`src/design/tpd_pkg.sv`:
```
package tpd_pkg;

	// frame format select
	typedef enum logic {
		MODE_FIVE_BYTE = 1'b0,
		MODE_TEN_BYTE  = 1'b1
	} proto_mode_t;

	// button tracker states, as reported on button_event
	typedef enum logic [1:0] {
		BTN_IDLE     = 2'd0,
		BTN_PRESSED  = 2'd1,
		BTN_HELD     = 2'd2,
		BTN_RELEASED = 2'd3
	} btn_state_t;

	// configuration register indexes
	localparam logic [2:0] REG_PROTOCOL_MODE = 3'd0;
	localparam logic [2:0] REG_X_GAIN        = 3'd1;
	localparam logic [2:0] REG_Y_GAIN        = 3'd2;
	localparam logic [2:0] REG_X_OFFSET      = 3'd3;
	localparam logic [2:0] REG_Y_OFFSET      = 3'd4;

	// framing bytes
	localparam logic [7:0] SYNC_BIT_MASK = 8'h80;
	localparam logic [7:0] HDR_BYTE0     = 8'h55;
	localparam logic [7:0] HDR_BYTE1     = 8'h54;
	localparam logic [7:0] TOUCH_MASK    = 8'h01;

	// frame positions
	localparam logic [3:0] POS_HUNT      = 4'd0;
	localparam logic [3:0] POS_HDR1      = 4'd1;
	localparam logic [3:0] POS_FIVE_LAST = 4'd4;
	localparam logic [3:0] POS_TEN_LAST  = 4'd9;

	// reset values
	localparam logic signed [15:0] GAIN_UNITY = 16'sd256;

endpackage

```
`src/design/touch_packet_decoder_core.sv`:
```
// A word that completes a frame gives its result on out_valid through stage 1 (decoded
// fields), stage 2 (gain multiply) and the output register (scale and saturate). One word
// per cycle unless out_ready stalls; the two coordinate multipliers are fully pipelined.
// Reset (arst_n low, asynchronous): frame hunting, tracker idle, gains unity, offsets zero,
// five-byte mode, pipeline empty. Frame byte store is not reset.
module touch_packet_decoder_core #(
	parameter int GAIN_FRAC_BITS = 8,
	parameter int COORD_WIDTH    = 16
) (
	input  logic               clk,
	input  logic               arst_n,
	// input channel
	input  logic               in_valid,
	output logic               in_ready,
	input  logic [7:0]         rx_byte,
	// configuration port
	input  logic               cfg_we,
	input  logic [2:0]         cfg_index,
	input  logic [15:0]        cfg_data,
	// result channel
	output logic               out_valid,
	input  logic               out_ready,
	output logic signed [15:0] cal_x,
	output logic signed [15:0] cal_y,
	output logic [15:0]        raw_x,
	output logic [15:0]        raw_y,
	output logic [15:0]        raw_pressure,
	output logic [1:0]         button_event,
	output logic [7:0]         status_byte
);

	localparam int DIFF_W = 18;
	localparam int PROD_W = DIFF_W + 16;
	localparam logic signed [PROD_W-1:0] TRUNC_BIAS = PROD_W'((64'sd1 <<< GAIN_FRAC_BITS) - 1);
	localparam logic signed [PROD_W-1:0] SAT_HI = PROD_W'((64'sd1 <<< (COORD_WIDTH - 1)) - 1);
	localparam logic signed [PROD_W-1:0] SAT_LO = ~SAT_HI;

	// configuration registers
	tpd_pkg::proto_mode_t    mode_q;
	logic signed [15:0]      x_gain_q, y_gain_q, x_off_q, y_off_q;

	// framing state
	logic [3:0]              pos_q, pos_d;
	logic [7:0]              fb_q [8];
	tpd_pkg::btn_state_t     btn_q, btn_d;

	logic                    in_acc;
	logic                    fb_we;
	logic [2:0]              fb_idx;
	logic                    frame_done;
	logic [15:0]             rx_c, ry_c, press_c;
	logic [7:0]              status_c;
	logic [1:0]              btn_out_c;
	logic signed [DIFF_W-1:0] diff_x_c, diff_y_c;

	// pipeline
	logic                    valid_s1, valid_s2, out_valid_q;
	logic                    s1_load, s2_load, out_load;
	logic [15:0]             raw_x_s1, raw_y_s1, press_s1;
	logic [7:0]              status_s1;
	logic [1:0]              btn_s1;
	logic signed [DIFF_W-1:0] diff_x_s1, diff_y_s1;
	logic [15:0]             raw_x_s2, raw_y_s2, press_s2;
	logic [7:0]              status_s2;
	logic [1:0]              btn_s2;
	logic signed [PROD_W-1:0] prod_x_s2, prod_y_s2;
	logic signed [15:0]      cal_x_q, cal_y_q;
	logic [15:0]             raw_x_q, raw_y_q, press_q;
	logic [7:0]              status_q;
	logic [1:0]              btn_out_q;

	// truncate toward zero, then clamp to the coordinate range
	function automatic logic signed [15:0] scale_sat(input logic signed [PROD_W-1:0] prod);
		logic signed [PROD_W-1:0] biased;
		logic signed [PROD_W-1:0] q;
		biased = prod + (prod[PROD_W-1] ? TRUNC_BIAS : '0);
		q = biased >>> GAIN_FRAC_BITS;
		if (q > SAT_HI) begin
			q = SAT_HI;
		end else if (q < SAT_LO) begin
			q = SAT_LO;
		end
		return q[15:0];
	endfunction

	// flow control: each stage loads when it is empty or the next one moves
	assign out_load = !out_valid_q || out_ready;
	assign s2_load  = !valid_s2 || out_load;
	assign s1_load  = !valid_s1 || s2_load;
	assign in_ready = s1_load;
	assign in_acc   = in_valid && in_ready;

	// configuration writes; zero gains are dropped
	always_ff @(posedge clk or negedge arst_n) begin
		if (!arst_n) begin
			mode_q   <= tpd_pkg::MODE_FIVE_BYTE;
			x_gain_q <= tpd_pkg::GAIN_UNITY;
			y_gain_q <= tpd_pkg::GAIN_UNITY;
			x_off_q  <= '0;
			y_off_q  <= '0;
		end else if (cfg_we) begin
			case (cfg_index)
				tpd_pkg::REG_PROTOCOL_MODE: mode_q <= tpd_pkg::proto_mode_t'(cfg_data[0]);
				tpd_pkg::REG_X_GAIN: begin
					if (cfg_data != '0) x_gain_q <= $signed(cfg_data);
				end
				tpd_pkg::REG_Y_GAIN: begin
					if (cfg_data != '0) y_gain_q <= $signed(cfg_data);
				end
				tpd_pkg::REG_X_OFFSET: x_off_q <= $signed(cfg_data);
				tpd_pkg::REG_Y_OFFSET: y_off_q <= $signed(cfg_data);
				default: ;
			endcase
		end
	end

	// deframer: next position, byte store write and frame completion
	always_comb begin
		pos_d      = pos_q;
		btn_d      = btn_q;
		fb_we      = 1'b0;
		fb_idx     = pos_q[2:0];
		frame_done = 1'b0;
		rx_c       = {fb_q[4], fb_q[3]};
		ry_c       = {fb_q[6], fb_q[5]};
		press_c    = {fb_q[0], fb_q[7]};
		status_c   = fb_q[2];
		btn_out_c  = tpd_pkg::BTN_IDLE;
		if (mode_q == tpd_pkg::MODE_FIVE_BYTE) begin
			press_c  = '0;
			status_c = '0;
			rx_c     = {2'b00, fb_q[1][6:0], fb_q[2][6:0]};
			ry_c     = {2'b00, fb_q[3][6:0], rx_byte[6:0]};
			if ((fb_q[0] & tpd_pkg::TOUCH_MASK) == '0) begin
				btn_d = tpd_pkg::BTN_RELEASED;
			end else if (btn_q == tpd_pkg::BTN_PRESSED) begin
				btn_d = tpd_pkg::BTN_HELD;
			end else if (btn_q == tpd_pkg::BTN_RELEASED) begin
				btn_d = tpd_pkg::BTN_PRESSED;
			end
			btn_out_c = btn_d;
			if (pos_q == tpd_pkg::POS_HUNT) begin
				if ((rx_byte & tpd_pkg::SYNC_BIT_MASK) != '0) begin
					fb_we = 1'b1;
					pos_d = 4'd1;
				end
			end else if (pos_q < tpd_pkg::POS_FIVE_LAST) begin
				fb_we = 1'b1;
				pos_d = pos_q + 4'd1;
			end else if (pos_q == tpd_pkg::POS_FIVE_LAST) begin
				frame_done = 1'b1;
				pos_d      = tpd_pkg::POS_HUNT;
			end else begin
				pos_d = tpd_pkg::POS_HUNT;
			end
			if (!frame_done) btn_d = btn_q;
		end else begin
			if (pos_q == tpd_pkg::POS_HUNT) begin
				pos_d = (rx_byte == tpd_pkg::HDR_BYTE0) ? 4'd1 : tpd_pkg::POS_HUNT;
			end else if (pos_q == tpd_pkg::POS_HDR1) begin
				pos_d = (rx_byte == tpd_pkg::HDR_BYTE1) ? 4'd2 : tpd_pkg::POS_HUNT;
			end else if (pos_q < tpd_pkg::POS_TEN_LAST) begin
				fb_we = 1'b1;
				pos_d = pos_q + 4'd1;
			end else if (pos_q == tpd_pkg::POS_TEN_LAST) begin
				frame_done = 1'b1;
				pos_d      = tpd_pkg::POS_HUNT;
			end else begin
				pos_d = tpd_pkg::POS_HUNT;
			end
		end
	end

	// raw minus offset, signed
	assign diff_x_c = $signed({2'b00, rx_c}) - DIFF_W'(x_off_q);
	assign diff_y_c = $signed({2'b00, ry_c}) - DIFF_W'(y_off_q);

	// framing state registers
	always_ff @(posedge clk or negedge arst_n) begin
		if (!arst_n) begin
			pos_q <= tpd_pkg::POS_HUNT;
			btn_q <= tpd_pkg::BTN_IDLE;
		end else if (in_acc) begin
			pos_q <= pos_d;
			btn_q <= btn_d;
		end
	end

	// frame byte store
	always_ff @(posedge clk) begin
		if (in_acc && fb_we) begin
			fb_q[fb_idx] <= rx_byte;
		end
	end

	// pipeline valids
	always_ff @(posedge clk or negedge arst_n) begin
		if (!arst_n) begin
			valid_s1    <= 1'b0;
			valid_s2    <= 1'b0;
			out_valid_q <= 1'b0;
		end else begin
			if (s1_load)  valid_s1    <= in_acc && frame_done;
			if (s2_load)  valid_s2    <= valid_s1;
			if (out_load) out_valid_q <= valid_s2;
		end
	end

	// stage 1: decoded frame fields
	always_ff @(posedge clk) begin
		if (s1_load) begin
			raw_x_s1  <= rx_c;
			raw_y_s1  <= ry_c;
			press_s1  <= press_c;
			status_s1 <= status_c;
			btn_s1    <= btn_out_c;
			diff_x_s1 <= diff_x_c;
			diff_y_s1 <= diff_y_c;
		end
	end

	// stage 2: gain multiply
	always_ff @(posedge clk) begin
		if (s2_load) begin
			prod_x_s2 <= PROD_W'(diff_x_s1) * PROD_W'(x_gain_q);
			prod_y_s2 <= PROD_W'(diff_y_s1) * PROD_W'(y_gain_q);
			raw_x_s2  <= raw_x_s1;
			raw_y_s2  <= raw_y_s1;
			press_s2  <= press_s1;
			status_s2 <= status_s1;
			btn_s2    <= btn_s1;
		end
	end

	// output register: scale and saturate
	always_ff @(posedge clk) begin
		if (out_load) begin
			cal_x_q   <= scale_sat(prod_x_s2);
			cal_y_q   <= scale_sat(prod_y_s2);
			raw_x_q   <= raw_x_s2;
			raw_y_q   <= raw_y_s2;
			press_q   <= press_s2;
			status_q  <= status_s2;
			btn_out_q <= btn_s2;
		end
	end

	assign out_valid    = out_valid_q;
	assign cal_x        = cal_x_q;
	assign cal_y        = cal_y_q;
	assign raw_x        = raw_x_q;
	assign raw_y        = raw_y_q;
	assign raw_pressure = press_q;
	assign button_event = btn_out_q;
	assign status_byte  = status_q;

endmodule
```
`config.mk`:
```
export PLATFORM = sky130hd
export DESIGN_NAME = touch_packet_decoder_core
export DESIGN_NICKNAME = d
export VERILOG_FILES = /design/src/design/tpd_pkg.sv /design/src/design/touch_packet_decoder_core.sv
export SDC_FILE = /design/constraint.sdc
export NUM_CORES = 2
export LEC_CHECK = 0
export ABC_AREA = 1
export ABC_CLOCK_PERIOD_IN_PS = 8950
export BUFFER_PORTS_ARGS = -buffer_cell sky130_fd_sc_hd__buf_2
export CAP_MARGIN = 0
export CORE_UTILIZATION = 60
export CTS_BUF_LIST = sky130_fd_sc_hd__clkbuf_4 sky130_fd_sc_hd__clkbuf_8
export CTS_CLUSTER_SIZE = 40
export DETAILED_ROUTE_END_ITERATION = 8
export PLACE_DENSITY_LB_ADDON = 0.1
export SYNTH_ARGS = -nofsm -noshare
export SYNTH_HDL_FRONTEND = slang
export SYNTH_SLANG_ARGS = --single-unit
```
`constraint.sdc`:
```
create_clock -name clk -period 8.95 [get_ports clk]
set_input_delay 2.2375 -clock clk [delete_from_list [all_inputs] [get_ports clk]]
set_output_delay 2.2375 -clock clk [all_outputs]
set_load 0.05 [all_outputs]
```
==> flow_summary.json <==
{
  "relSlewSlack_pct": 22.31,
  "fp.dieW_um": 264.8,
  "cp.arrival_ns": 4.31,
  "critPathMaxStageDelay_ns": 0.58,
  "path_clk_slew_ns": 0.06,
  "worstPathRequired_ns": 6.71,
  "grt_pass1_vias": 29910,
  "cp_max_fo": 60,
  "synth-simple-area-share_pct": 14.90,
  "synthArstFlopShare_pct": 16.55,
  "ys.flop_type": "edfxtp_1",
  "synthAdderAreaFrac_pct": 34.91,
  "hpwlAfterDp_um": 73030,
  "setup_violations": 0,
  "grt.total_usage_pct": 27.95,
  "met1_usage_pct": 39.19,
  "ctsResizeCount": 0,
  "clock_latency_ns": 0.69,
  "row_count": 95,
  "synth_top_area_share_pct": 28.12,
  "post_cts_buffers": 0,
  "clock_path_buffers": 3,
  "antenna_found_initial": 1,
  "hold_buffers": 0,
  "ant_nets": 0,
  "synth_area_leaders": "fa_1, edfxtp_1, inv_1",
  "yosys.area.top_type": "fa_1",
  "avgViaCountPerCell": 5.272,
  "crit_path_end_kind": "primary output",
  "grt_max_degree": 75,
  "placed_cells_incl_taps": 5361,
  "instances_no_fill": 5494,
  "gr-usage-met2_pct": 44.22,
  "synth_top_family_by_area": "adder cells",
  "htree_levels": 3,
  "synth-xor-area-share_pct": 2.579,
  "tightest_slew_ns": 1.162,
  "numPortBuffers": 123,
  "skew_ns": 0.03397,
  "hold_slack_ns": 0.4052,
  "clock_sinks": 447,
  "area_growth_pct": 6.540,
  "drv_slew": 0,
  "placed_cell_area_um2": 42600,
  "grt.busiest_layer": "met2",
  "vias": 28960,
  "cp_slowest_cell": "nand2_4",
  "path_buf_inv": 3,
  "synth_cells": 4511,
  "drc": 0,
  "syn_avg_cell_area_um2": 9.186,
  "io_pins": 124,
  "path_cells": "buf_2, inv_1, nand2_4, nor2_1, nand2_4, buf_2",
  "cts_root_buf": "clkbuf_8",
  "initial_utilization_pct": 61.16,
  "nNetsFinal": 5402,
  "hp-class": "reg -> reg",
  "coreArea_um2": 67750,
  "drt-pass1-iter-count": 8,
  "diodes": 0,
  "hold_viol_final": 0,
  "max_freq_ghz": 0.1528,
  "grt_pass1_wl_um": 153600,
  "fin_crit_sh_pct": 73.12,
  "synth-edff-count": 373,
  "status": "complete, no violations",
  "tns_ns": 0,
  "ys_ff_latch": 447,
  "die_area_um2": 70120,
  "grt-ovfl-total": 0,
  "gp_congestion": 0.9355,
  "rsz0062_at_grt": "false",
  "wl_per_cell_um": 16.92,
  "syn_area_um2": 41440,
  "cts_buffers": 73,
  "die_h_um": 264.8,
  "cap_viol_max_count": 0,
  "cp_top_family": "simple AND/OR/NAND/NOR gates",
  "worstSetupPathType": "in -> out",
  "finalWirelength_um": 92950,
  "synth_mux_area_share_pct": 0,
  "yosysSeqAreaShare_pct": 31.50,
  "synth_cell_type_count": 49,
  "period_minus_slack_ns": 6.544,
  "synth_compound_area_share_pct": 4.345,
  "use_met3_pct": 5.174,
  "start_kind": "primary input",
  "drt_iter0_drc": 2021,
  "drive_gt1_share_pct": 6.795,
  "syn_nets": 5350,
  "cts_tree": "done",
  "fin_area_um2": 44150,
  "yosysWarnings": 0
}
-- layout by cell type (no fill, tap or decap), types with 16 or more instances in the layout --
master,synthesis,final
a21oi_1,126,126
buf_2,0,122
clkbuf_4,0,25
clkbuf_8,0,75
dfrtp_1,72,71
edfxtp_1,373,373
fa_1,582,582
ha_1,225,225
inv_1,1131,1130
nand2_1,1113,1111
nand2_2,16,16
nand3_1,81,81
nand4_1,32,32
nor2_1,194,194
nor3_1,30,30
o21ai_0,145,145
xnor2_1,47,47
xor2_1,75,75
-- metrics by stage --
stage	setup slack (ns)	util [%]
floorplan	0.8150	-
finish	2.406	65.16
CTS	2.387	65.16
detailed placement	2.386	62.88
global placement	2.440	62.88
global route	2.043	65.16
-- logic make-up after synthesis --
logic type | count (synthesis)
AO/OA/AOI/OAI | 330
XOR/XNOR | 122
adder cells (fa/ha/maj) | 807
buffers and inverters | 1288
flip-flops | 447
AND/OR/NAND/NOR | 1517
-- flip-flops by register name, indices dropped and copies added (netlist names), 16 cells and up --
name,cells
raw_pressure,16
prod_y_s2,34
press_s2,16
raw_x_s2,16
diff_x_s1,18
raw_y,16
diff_y_s1,18
x_off_q,16
cal_y,16
raw_y_s1,16
fb_q,63
cal_x,16
press_s1,16
raw_x_s1,16
y_gain_q,16
y_off_q,16
x_gain_q,16
prod_x_s2,34
raw_x,16
raw_y_s2,16
-- worst reg2reg max path: stages, from the launching register on --
cell and delay [ns]:
dfrtp_1 0.85, nand2_1 0.22, inv_1 0.17, fa_1 0.56, fa_1 0.94, fa_1 0.54, fa_1 0.51, fa_1 0.49
inv_1 0.05, fa_1 0.47, inv_1 0.04, ha_1 0.43, nand2_1 0.16, nor2_1 0.15, inv_1 0.07, nor4_1 0.26
nand2_1 0.09, nand3_1 0.07, a31oi_1 0.05, xnor2_1 0.16
-- synth_stat cells (9+ instances only) --
library cell     n
a21o_1          13
fa_1           582
inv_1         1131
xor2_1          75
ha_1           225
o21bai_1         9
nand2_1       1113
nor2_1         194
nor3_1          30
or2_2           14
o21ai_0        145
nand2_2         16
buf_1           10
nand3_1         81
nand4_1         32
edfxtp_1       373
clkbuf_1       137
dfrtp_1         72
a21oi_1        126
nor4_1           9
xnor2_1         47
-- final timing paths --
kind                               from             end  slack [ns]  depth (start not counted)
min in group asynchronous        arst_n        pos_q[3]        1.68                          1
hold reg to reg            status_s2[7]  status_byte[7]        0.41                          0
setup / recovery              out_ready        in_ready        2.41                          6
hold / removal             status_s2[7]  status_byte[7]        0.41                          0
max in group asynchronous        arst_n          mode_q        6.52                          1
setup reg to reg            y_gain_q[1]   prod_y_s2[32]        2.44                         19
-- layout make-up --
type                       count  area [µm²]
clock buffer                 100        1220
clock inverter                33       326.6
multi-input combinational   2776       23530
inverter                    1137        4273
timing repair buffer         128       655.6
sequential                   447       13060
fill                        5599       23600
tap                          873        1092
-- routing by layer --
layer  wire length, µm  vias to the layer above
met5                63                        -
met4              2805                        4
met3              6991                      197
met2             42650                     1066
met1             40440                    14020
li1                  -                    13680
Power is left out: the tool's default activity adds up to more than one toggle a clock period on the data nets, which glitch-free logic cannot reach.
